## config.mk

```make
export PLATFORM = sky130hd
export DESIGN_NAME = hsv_to_rgb_converter
export DESIGN_NICKNAME = d
export VERILOG_FILES = /design/src/rtl/hsv2rgb_pkg.sv /design/src/rtl/hsv_to_rgb_converter.sv
export SDC_FILE = /design/constraint.sdc
export NUM_CORES = 1
export LEC_CHECK = 0
export BUFFER_PORTS_ARGS = -buffer_cell sky130_fd_sc_hd__buf_4
export CAP_MARGIN = 20
export CORE_MARGIN = 2
export CORE_UTILIZATION = 32
export DETAILED_ROUTE_END_ITERATION = 7
export GPL_TIMING_DRIVEN = 1
export PLACE_DENSITY = 0.53
export SLEW_MARGIN = 10
export SYNTH_ARGS = -nofsm -noshare
export SYNTH_HDL_FRONTEND = slang
export SYNTH_SLANG_ARGS = --single-unit
export TNS_END_PERCENT = 30
```

## constraint.sdc

```tcl
create_clock -name clk_i -period 6.12 [get_ports clk_i]
set_input_delay 0 -clock clk_i [delete_from_list [all_inputs] [get_ports clk_i]]
set_output_delay 0 -clock clk_i [all_outputs]
set_load 0.005 [all_outputs]
```

## src/rtl/hsv2rgb_pkg.sv

```systemverilog
// constants and types shared by the hsv to rgb converter
`default_nettype none

package hsv2rgb_pkg;

  localparam int unsigned HueTurn    = 360;
  localparam int unsigned SectorSpan = 60;
  localparam int unsigned FullScale  = 255;

  // reciprocal multipliers, exact for the operand ranges seen in the pipe
  localparam int unsigned Shift360  = 22;
  localparam int unsigned Recip360  = (1 << Shift360) / HueTurn + 1;
  localparam int unsigned Shift60   = 22;
  localparam int unsigned Recip60   = (1 << Shift60) / SectorSpan + 1;
  localparam int unsigned Shift255  = 24;
  localparam int unsigned Recip255  = (1 << Shift255) / FullScale + 1;

  localparam int unsigned NumStages = 7;

  typedef enum logic [2:0] {
    SEC_RED_YEL  = 3'd0,
    SEC_YEL_GRN  = 3'd1,
    SEC_GRN_CYN  = 3'd2,
    SEC_CYN_BLU  = 3'd3,
    SEC_BLU_MAG  = 3'd4,
    SEC_MAG_RED  = 3'd5
  } sector_e;

endpackage

`default_nettype wire

```

## src/rtl/hsv_to_rgb_converter.sv

```systemverilog
// hsv to rgb pixel converter, seven stage pipeline
// throughput: one item per clock while the output is not stalled; each stage holds one item and its valid bit
// a stalled output back-pressures stage by stage, so empty stages still fill
// reset clears only the stage valid bits; data registers are not reset
`default_nettype none

module hsv_to_rgb_converter import hsv2rgb_pkg::*; (
  input  wire logic        clk_i,
  input  wire logic        rst_ni,
  input  wire logic        s_axis_tvalid_i,
  output logic             s_axis_tready_o,
  input  wire logic [31:0] s_axis_tdata_i,  // hue[15:0], saturation[23:16], brightness[31:24]
  output logic             m_axis_tvalid_o,
  input  wire logic        m_axis_tready_i,
  output logic [23:0]      m_axis_tdata_o   // red[7:0], green[15:8], blue[23:16]
);

  logic [NumStages-1:0] vld_q;
  logic [NumStages:0]   ld;

  // a stage may load when empty or when its item moves on
  always_comb begin
    ld[NumStages] = m_axis_tready_i;
    for (int k = NumStages - 1; k >= 0; k--) begin
      ld[k] = !vld_q[k] || ld[k+1];
    end
  end

  always_ff @(posedge clk_i or negedge rst_ni) begin
    if (!rst_ni) begin
      vld_q <= '0;
    end else begin
      if (ld[0]) begin
        vld_q[0] <= s_axis_tvalid_i;
      end
      for (int k = 1; k < NumStages; k++) begin
        if (ld[k]) begin
          vld_q[k] <= vld_q[k-1];
        end
      end
    end
  end

  assign s_axis_tready_o = ld[0];

  logic [15:0] in_hue;
  logic [7:0]  in_sat;
  logic [7:0]  in_val;
  assign in_hue = s_axis_tdata_i[15:0];
  assign in_sat = s_axis_tdata_i[23:16];
  assign in_val = s_axis_tdata_i[31:24];

  // stage 0: hue / 360 by reciprocal
  logic [29:0] hue_prod;
  logic [15:0] st0_hue_q;
  logic [7:0]  st0_quot_q, st0_sat_q, st0_val_q;
  assign hue_prod = 30'(in_hue) * 30'(Recip360);

  always_ff @(posedge clk_i) begin
    if (ld[0]) begin
      st0_hue_q  <= in_hue;
      st0_quot_q <= 8'(hue_prod >> Shift360);
      st0_sat_q  <= in_sat;
      st0_val_q  <= in_val;
    end
  end

  // stage 1: hue modulo 360
  logic [16:0] hue_diff;
  logic [8:0]  hue_mod;
  logic [8:0]  st1_hmod_q;
  logic [7:0]  st1_sat_q, st1_val_q;
  assign hue_diff = 17'(st0_hue_q) - 17'(st0_quot_q) * 17'(HueTurn);
  assign hue_mod  = (hue_diff >= 17'(HueTurn)) ? 9'(hue_diff - 17'(HueTurn)) : 9'(hue_diff);

  always_ff @(posedge clk_i) begin
    if (ld[1]) begin
      st1_hmod_q <= hue_mod;
      st1_sat_q  <= st0_sat_q;
      st1_val_q  <= st0_val_q;
    end
  end

  // stage 2: sector and remainder
  sector_e     sector;
  logic [8:0]  sec_base;
  logic [5:0]  st2_rem_q;
  sector_e     st2_sector_q;
  logic [7:0]  st2_sat_q, st2_val_q;

  always_comb begin
    if (st1_hmod_q >= 9'(5 * SectorSpan)) begin
      sector   = SEC_MAG_RED;
      sec_base = 9'(5 * SectorSpan);
    end else if (st1_hmod_q >= 9'(4 * SectorSpan)) begin
      sector   = SEC_BLU_MAG;
      sec_base = 9'(4 * SectorSpan);
    end else if (st1_hmod_q >= 9'(3 * SectorSpan)) begin
      sector   = SEC_CYN_BLU;
      sec_base = 9'(3 * SectorSpan);
    end else if (st1_hmod_q >= 9'(2 * SectorSpan)) begin
      sector   = SEC_GRN_CYN;
      sec_base = 9'(2 * SectorSpan);
    end else if (st1_hmod_q >= 9'(SectorSpan)) begin
      sector   = SEC_YEL_GRN;
      sec_base = 9'(SectorSpan);
    end else begin
      sector   = SEC_RED_YEL;
      sec_base = '0;
    end
  end

  always_ff @(posedge clk_i) begin
    if (ld[2]) begin
      st2_sector_q <= sector;
      st2_rem_q    <= 6'(st1_hmod_q - sec_base);
      st2_sat_q    <= st1_sat_q;
      st2_val_q    <= st1_val_q;
    end
  end

  // stage 3: saturation times remainder and its complement
  logic [5:0]  rem_inv;
  logic [13:0] st3_pfall_q, st3_prise_q;
  logic [7:0]  st3_lowf_q, st3_val_q;
  sector_e     st3_sector_q;
  assign rem_inv = 6'(SectorSpan) - st2_rem_q;

  always_ff @(posedge clk_i) begin
    if (ld[3]) begin
      st3_pfall_q  <= 14'(st2_sat_q) * 14'(st2_rem_q);
      st3_prise_q  <= 14'(st2_sat_q) * 14'(rem_inv);
      st3_lowf_q   <= 8'(FullScale) - st2_sat_q;
      st3_val_q    <= st2_val_q;
      st3_sector_q <= st2_sector_q;
    end
  end

  // stage 4: divide by 60, form the scale factors
  logic [30:0] fall_div, rise_div;
  logic [7:0]  st4_fallf_q, st4_risef_q, st4_lowf_q, st4_val_q;
  sector_e     st4_sector_q;
  assign fall_div = 31'(st3_pfall_q) * 31'(Recip60);
  assign rise_div = 31'(st3_prise_q) * 31'(Recip60);

  always_ff @(posedge clk_i) begin
    if (ld[4]) begin
      st4_fallf_q  <= 8'(FullScale) - 8'(fall_div >> Shift60);
      st4_risef_q  <= 8'(FullScale) - 8'(rise_div >> Shift60);
      st4_lowf_q   <= st3_lowf_q;
      st4_val_q    <= st3_val_q;
      st4_sector_q <= st3_sector_q;
    end
  end

  // stage 5: brightness times factors
  logic [15:0] st5_low_q, st5_fall_q, st5_rise_q;
  logic [7:0]  st5_val_q;
  sector_e     st5_sector_q;

  always_ff @(posedge clk_i) begin
    if (ld[5]) begin
      st5_low_q    <= 16'(st4_val_q) * 16'(st4_lowf_q);
      st5_fall_q   <= 16'(st4_val_q) * 16'(st4_fallf_q);
      st5_rise_q   <= 16'(st4_val_q) * 16'(st4_risef_q);
      st5_val_q    <= st4_val_q;
      st5_sector_q <= st4_sector_q;
    end
  end

  // stage 6: divide by 255 and route levels to channels
  logic [32:0] low_div, fallv_div, risev_div;
  logic [7:0]  lvl_low, lvl_fall, lvl_rise;
  logic [7:0]  red_d, green_d, blue_d;
  logic [7:0]  red_q, green_q, blue_q;
  assign low_div   = 33'(st5_low_q) * 33'(Recip255);
  assign fallv_div = 33'(st5_fall_q) * 33'(Recip255);
  assign risev_div = 33'(st5_rise_q) * 33'(Recip255);
  assign lvl_low   = 8'(low_div >> Shift255);
  assign lvl_fall  = 8'(fallv_div >> Shift255);
  assign lvl_rise  = 8'(risev_div >> Shift255);

  always_comb begin
    case (st5_sector_q)
      SEC_RED_YEL: begin
        red_d = st5_val_q; green_d = lvl_rise; blue_d = lvl_low;
      end
      SEC_YEL_GRN: begin
        red_d = lvl_fall; green_d = st5_val_q; blue_d = lvl_low;
      end
      SEC_GRN_CYN: begin
        red_d = lvl_low; green_d = st5_val_q; blue_d = lvl_rise;
      end
      SEC_CYN_BLU: begin
        red_d = lvl_low; green_d = lvl_fall; blue_d = st5_val_q;
      end
      SEC_BLU_MAG: begin
        red_d = lvl_rise; green_d = lvl_low; blue_d = st5_val_q;
      end
      default: begin
        red_d = st5_val_q; green_d = lvl_low; blue_d = lvl_fall;
      end
    endcase
  end

  always_ff @(posedge clk_i) begin
    if (ld[6]) begin
      red_q   <= red_d;
      green_q <= green_d;
      blue_q  <= blue_d;
    end
  end

  assign m_axis_tvalid_o = vld_q[NumStages-1];
  assign m_axis_tdata_o  = {blue_q, green_q, red_q};

  // input stalls only when every stage holds an item
  assert property (@(posedge clk_i) disable iff (!rst_ni)
    !s_axis_tready_o |-> (&vld_q))
    else $error("input stalled with an empty stage");

  assert property (@(posedge clk_i) disable iff (!rst_ni)
    vld_q[1] |-> (st1_hmod_q < 9'(HueTurn)))
    else $error("hue reduction out of range");

  assert property (@(posedge clk_i) disable iff (!rst_ni)
    vld_q[2] |-> (st2_rem_q < 6'(SectorSpan)))
    else $error("sector remainder out of range");

  assert property (@(posedge clk_i) disable iff (!rst_ni)
    (vld_q[5] && !ld[6]) |=> (vld_q[5] && $stable(st5_low_q) && $stable(st5_sector_q)))
    else $error("stalled stage lost its item");

endmodule

`default_nettype wire

```

* Word level (Yosys, flattened, before mapping)
Index checks and enable logic that the tools add are counted.
Operators by class: add/subtract/negate cells 7, $mul 12, div/mod/pow operators 0, order comparisons 6, equal/unequal tests 4, shift-type cells 0, mux-type cells 13, bitwise gates (word level) 0, reduce and logical (&&, ||, !) cells 20
Operator list (count):
- $mul A16 B16 Y31 const B | 3
- $pmux W8 S3 | 3
- $mul A14 B16 Y29 const B | 2
- $mul A8 B8 Y16 | 3
- $mul A16 B14 Y30 const B | 1
- $mux W6 | 5
- $mul A8 B6 Y14 | 2
- $sub A8 B8 Y8 const A | 3
- $ge A9 B8 Y1 const B | 2
- $ge A17 B9 Y1 const B | 1
- $sub A16 B17 Y17 | 1
- $mul A8 B6 Y14 const B | 1
- $reduce_or A2 Y1 | 5
- $ge A9 B6 Y1 const B | 1
- $ge A9 B7 Y1 const B | 1
- $ge A9 B9 Y1 const B | 1
- $mux W9 | 1
- $sub A9 B9 Y9 const B | 1
- $logic_not A1 Y1 | 7
- $logic_or A1 B1 Y1 | 7
- $eq A3 B2 Y1 const B | 2
- $sub A6 B6 Y6 | 1
- $sub A6 B6 Y6 const A | 1
- $mux W2 | 2
- 4 further kinds | 5
Storage, ports and cells: register bits after elaboration 262, latch bits 0, memory bits (writable) 0, memory bits (read-only) 0, input bits 36, output and inout port bits 26, word-level logic and storage cells 99, memories kept 0

* Logic depth before layout (Yosys ltp)
word-level depth 8, mapped depth 25, gate-level depth less buffers 24

* Worst setup path after synthesis
Ideal clock, no wire load.
kind flip-flop to flip-flop, start register st0_quot_q[1], end register st1_hmod_q[6] (data pin), library setup time 0.268 ns, arrival 4.813 ns, required time 5.852 ns, slack 1.038 ns, cell stages (with the launch flop) 25, buffers on the path 1, clock period less this slack 5.082 ns, cells stage by stage edfxtp_1 -> ha_1 -> xor2_1 -> ha_1 -> inv_1 -> fa_1 -> inv_1 -> ha_1 -> nor2b_1 -> o21ai_0 -> a21oi_1 -> o21ai_0 -> nand2b_1 -> xnor2_1 -> ha_1 -> clkbuf_1 -> inv_1 -> a21oi_1 -> o211ai_1 -> a211oi_1 -> o2111a_1 -> o2111ai_1 -> a2111oi_4 -> nor2_1 -> xor2_1
Between the ends: longest elaborated chain between the ends 4, elaborated cells between the ends (all ways) 5, classes of those cells add/sub (2); mul (1); order compare (1); mux (1)
RTL lines:
- from (decl) | line hsv_to_rgb_converter.sv:56 | logic [7:0] st0_quot_q, st0_sat_q, st0_val_q;
- from (signal assigned) | line hsv_to_rgb_converter.sv:62 | st0_quot_q <= 8'(hue_prod >> Shift360);
- $mul A8 B6 Y14 (*) | line hsv_to_rgb_converter.sv:73 | assign hue_diff = 17'(st0_hue_q) - 17'(st0_quot_q) * 17'(HueTurn);
- $sub A16 B17 Y17 (*) | line hsv_to_rgb_converter.sv:73
- $ge A17 B9 Y1 or $sub A9 B9 Y9 (tied branches) | line hsv_to_rgb_converter.sv:74 | assign hue_mod = (hue_diff >= 17'(HueTurn)) ? 9'(hue_diff - 17'(HueTurn)) : 9'(hue_diff);
- $mux W9 (*) | line hsv_to_rgb_converter.sv:74
- named net hue_mod[6] | line hsv_to_rgb_converter.sv:70 | logic [8:0] hue_mod;
- to (signal assigned) | line hsv_to_rgb_converter.sv:78 | st1_hmod_q <= hue_mod;
- to (decl) | line hsv_to_rgb_converter.sv:71 | logic [8:0] st1_hmod_q;
The timed path passes the listed nets; every way through them passes the cells marked *. A chain may end at the register's enable or synchronous reset.

* Final worst setup path
Same ends and word-level chain as after synthesis.

==> flow_summary.toml <==
[sta]
rsz0062_at_grt = "false"
fin_crit_ns = 5.41
skew_ns = 0.0281
max_slew_margin_pct = 28.9
finalSetupViolCount = 0
fmax_mhz = 185
slew_viol_final = 0
setup-tns-final_ns = 0
fin_crit_sh_pct = 88.5
worst_slew_pin_slew_ns = 1.07
finalHoldViolations = 0

[clocking]
clk_pin_slew_worst_paths_ns = 0.06
cts.sinks = 261
cts_resized = 0
cts_tree = "done"
clkLatencyLatePin_ns = 0.61
cts_setup_buffers = 0
clockBufferDepth = 3
htreeDepth = 1
root_buffer = "clkbuf_16"
numCtsBuffers = 31

[run]
max-cap-violations = 0

[drt]
drtIter0Drc = 888
vias = 19200
via_per_inst = 4.70
wl_per_cell_microns = 14.4
ant_nets = 0
dr.pass1.iters = 5
drc = 0
routed_wl_microns = 58900

[placed_design]
gp_congestion = 0.861
dpl.hpwl_microns = 48100
numPortBuffers = 61

[synthesis]
post_synth_num_cell_types = 72
async_flop_share_pct = 2.68
synth-edff-count = 254
syn_area_sq_um = 29600
syn-instance-count = 2771
synthFlopType = "edfxtp_1"
syn_avg_cell_area_sq_um = 10.7
seq_area_frac_synth_pct = 26.4
synth_seq_cells = 261
syn-num-nets = 3718
ys_warn_count = 0

[final_layout]
final-seq-area_sq_um = 7800
nNetsFinal = 3817
syn_to_final_growth_pct = 11.0
multi_input_area_sq_um = 19900
antenna_cells = 0
drive_gt1_share_pct = 5.15
fill_cells = 9216

[grt]
grt.overflow.total = 0
antenna_found_initial = 3
grt_max_degree = 61
grt.total_usage_pct = 13.1
first_global_vias = 20000
grt_pass1_wl_microns = 101000

[setup_path]
crit_arrival_ns = 5.77
worstRegToRegCells = 20
r2r_start = "st0_quot_q[1]"
worst-path-buf-inv = 2
r2r_slack_ns = 0.71
cp_slowest_stage_delay_ns = 0.52
path_cells = "ha_1 -> xor2_1 -> ha_1 -> inv_1 -> fa_1 -> inv_1 -> ha_1 -> nor2b_1 -> o31a_1 -> o41ai_1 -> xor2_1 -> ha_1 -> nand2b_1 -> o311ai_0 -> a211oi_1 -> o2111a_1 -> o2111ai_1 -> a2111oi_4 -> nor2_1 -> xor2_1"
critical_path_class = "reg -> reg"
slowest_stage = "a2111oi_4"
cp_top_family = "adder cells"
end_kind = "register"
critPathMaxFanout = 8
critPathLaunchType = "register"
crit_top_cell = "ha_1"
cp.required_ns = 6.48
reg2reg_to = "st1_hmod_q[6]"

[die]
die_h_microns = 308
initial_core_util_pct = 32.3
core.rowCount = 111
io_pins = 62
dieArea_sq_um = 94800
die_w_microns = 308
core_area_sq_um = 91700

[min_path]
min_from = "s_axis_tdata_i[18]"
hp-class = "in -> reg"
worstHoldEndpoint = "st0_sat_q[2]"
min_path_cells = 2

[run_status]
outcome = "finished, final reports clean"
[synthesized netlist by cell type, drive strengths merged, types with 6 or more instances]
cell	number	area, sq um
fa	258	5160
dfrtp	7	175
nor3	22	110
and2	170	1060
a21oi	103	519
xnor2	80	701
clkbuf	42	158
o31ai	9	67.6
nor3b	6	45.0
o21a	13	97.6
nand3	26	130
ha	653	8170
nand4	19	119
and3	7	45.1
a21o	29	219
xor2	37	324
nand2	192	721
o211ai	9	67.6
o22ai	8	50.1
or2	9	56.3
inv	458	1720
a2111oi	6	71.3
a211oi	22	165
o41ai	7	80.1
o21ai	68	344
nand2b	16	100
nor2	105	397
a21boi	9	67.6
edfxtp	254	7630
o21bai	20	150
a31oi	11	68.8
nor2b	22	138
[through the flow]
stage	instance area, sq um	utilization, %	hold WS (ns)	setup slack [ns]	instances
after floorplan	29600	-	-0.296	1.04	2771
after global placement	31400	34.3	-0.147	0.719	3987
after detailed placement	31400	34.3	-0.147	0.706	3987
after CTS	32800	35.8	0.0555	0.675	4081
after global routing	32800	35.8	0.0627	0.206	4081
final	32800	35.8	0.0960	0.706	4081
[what timing repair did]
| action | CTS | global route |
|---|---|---|
| setup endpoints to repair | 0 | 0 |
| hold buffers | 36 | 0 |
| endpoints found under the hold margin | 41 | 0 |
[metal layers]
| layer | share of wire, % | up-vias | track usage [%] |
|---|---|---|---|
| met3 | 3.2 | 62 | 1.60 |
| met1 | 50 | 9228 | 18.3 |
| met5 | 0 | - | 0 |
| li1 | - | 9650 | - |
| met4 | 2.0 | 0 | 2.77 |
| met2 | 45 | 256 | 21.6 |
[how the worst max path moves through the flow]
stage                  startpoint             to  cells after the start
floorplan           st0_quot_q[1]  st1_hmod_q[6]                     24
global placement    st0_quot_q[1]  st1_hmod_q[6]                     23
detailed placement  st0_quot_q[1]  st1_hmod_q[6]                     20
CTS                 st0_quot_q[1]  st1_hmod_q[6]                     20
global route        st0_quot_q[1]  st1_hmod_q[6]                     23
finish              st0_quot_q[1]  st1_hmod_q[6]                     20
[final cells by class]
type                    instances  share of cell area, %
well taps                    1186                   4.52
inverters                     462                   5.28
flip-flops and latches        261                   23.8
multi-input cells            2005                   60.6
clock buffers                  34                   2.43
clock inverters                24                  0.667
repair buffers                109                   2.77
[sequential cells by signal, indices dropped and copies added (netlist names), 9 cells and up]
name and count:
st1_hmod_q 9, st5_low_q 16, st0_hue_q 16, st5_rise_q 16, st5_fall_q 16, st3_prise_q 13, st3_pfall_q 14
[logic make-up (layout without fill, tap and decap cells)]
kind of cell | count (synthesis) | after routing | synth area share [%]
buffers and inverters | 505 | 629 | 6.41
AOI/OAI and AO/OA | 363 | 363 | 8.19
and+or+nand+nor | 611 | 611 | 10.3
DFF | 261 | 261 | 26.4
xor gates and xnor gates | 117 | 117 | 3.47
muxes | 3 | 3 | 0.106
adders and majority gates | 911 | 911 | 45.1
[layout by cell type (no fill, tap or decap), types with 25 or more instances in the layout]
cell,count
fa_1,258
nand2_1,191
buf_4,73
and2_1,170
a21o_1,28
ha_1,653
o21ai_0,67
nand3_1,25
nor2_1,104
dlygate4sd3_1,36
xnor2_1,80
clkbuf_16,31
inv_1,457
a21oi_1,102
edfxtp_1,254
xor2_1,37
Power is not shown: default switching activity piles up to over one toggle a cycle in this logic, so the estimate is an artifact.
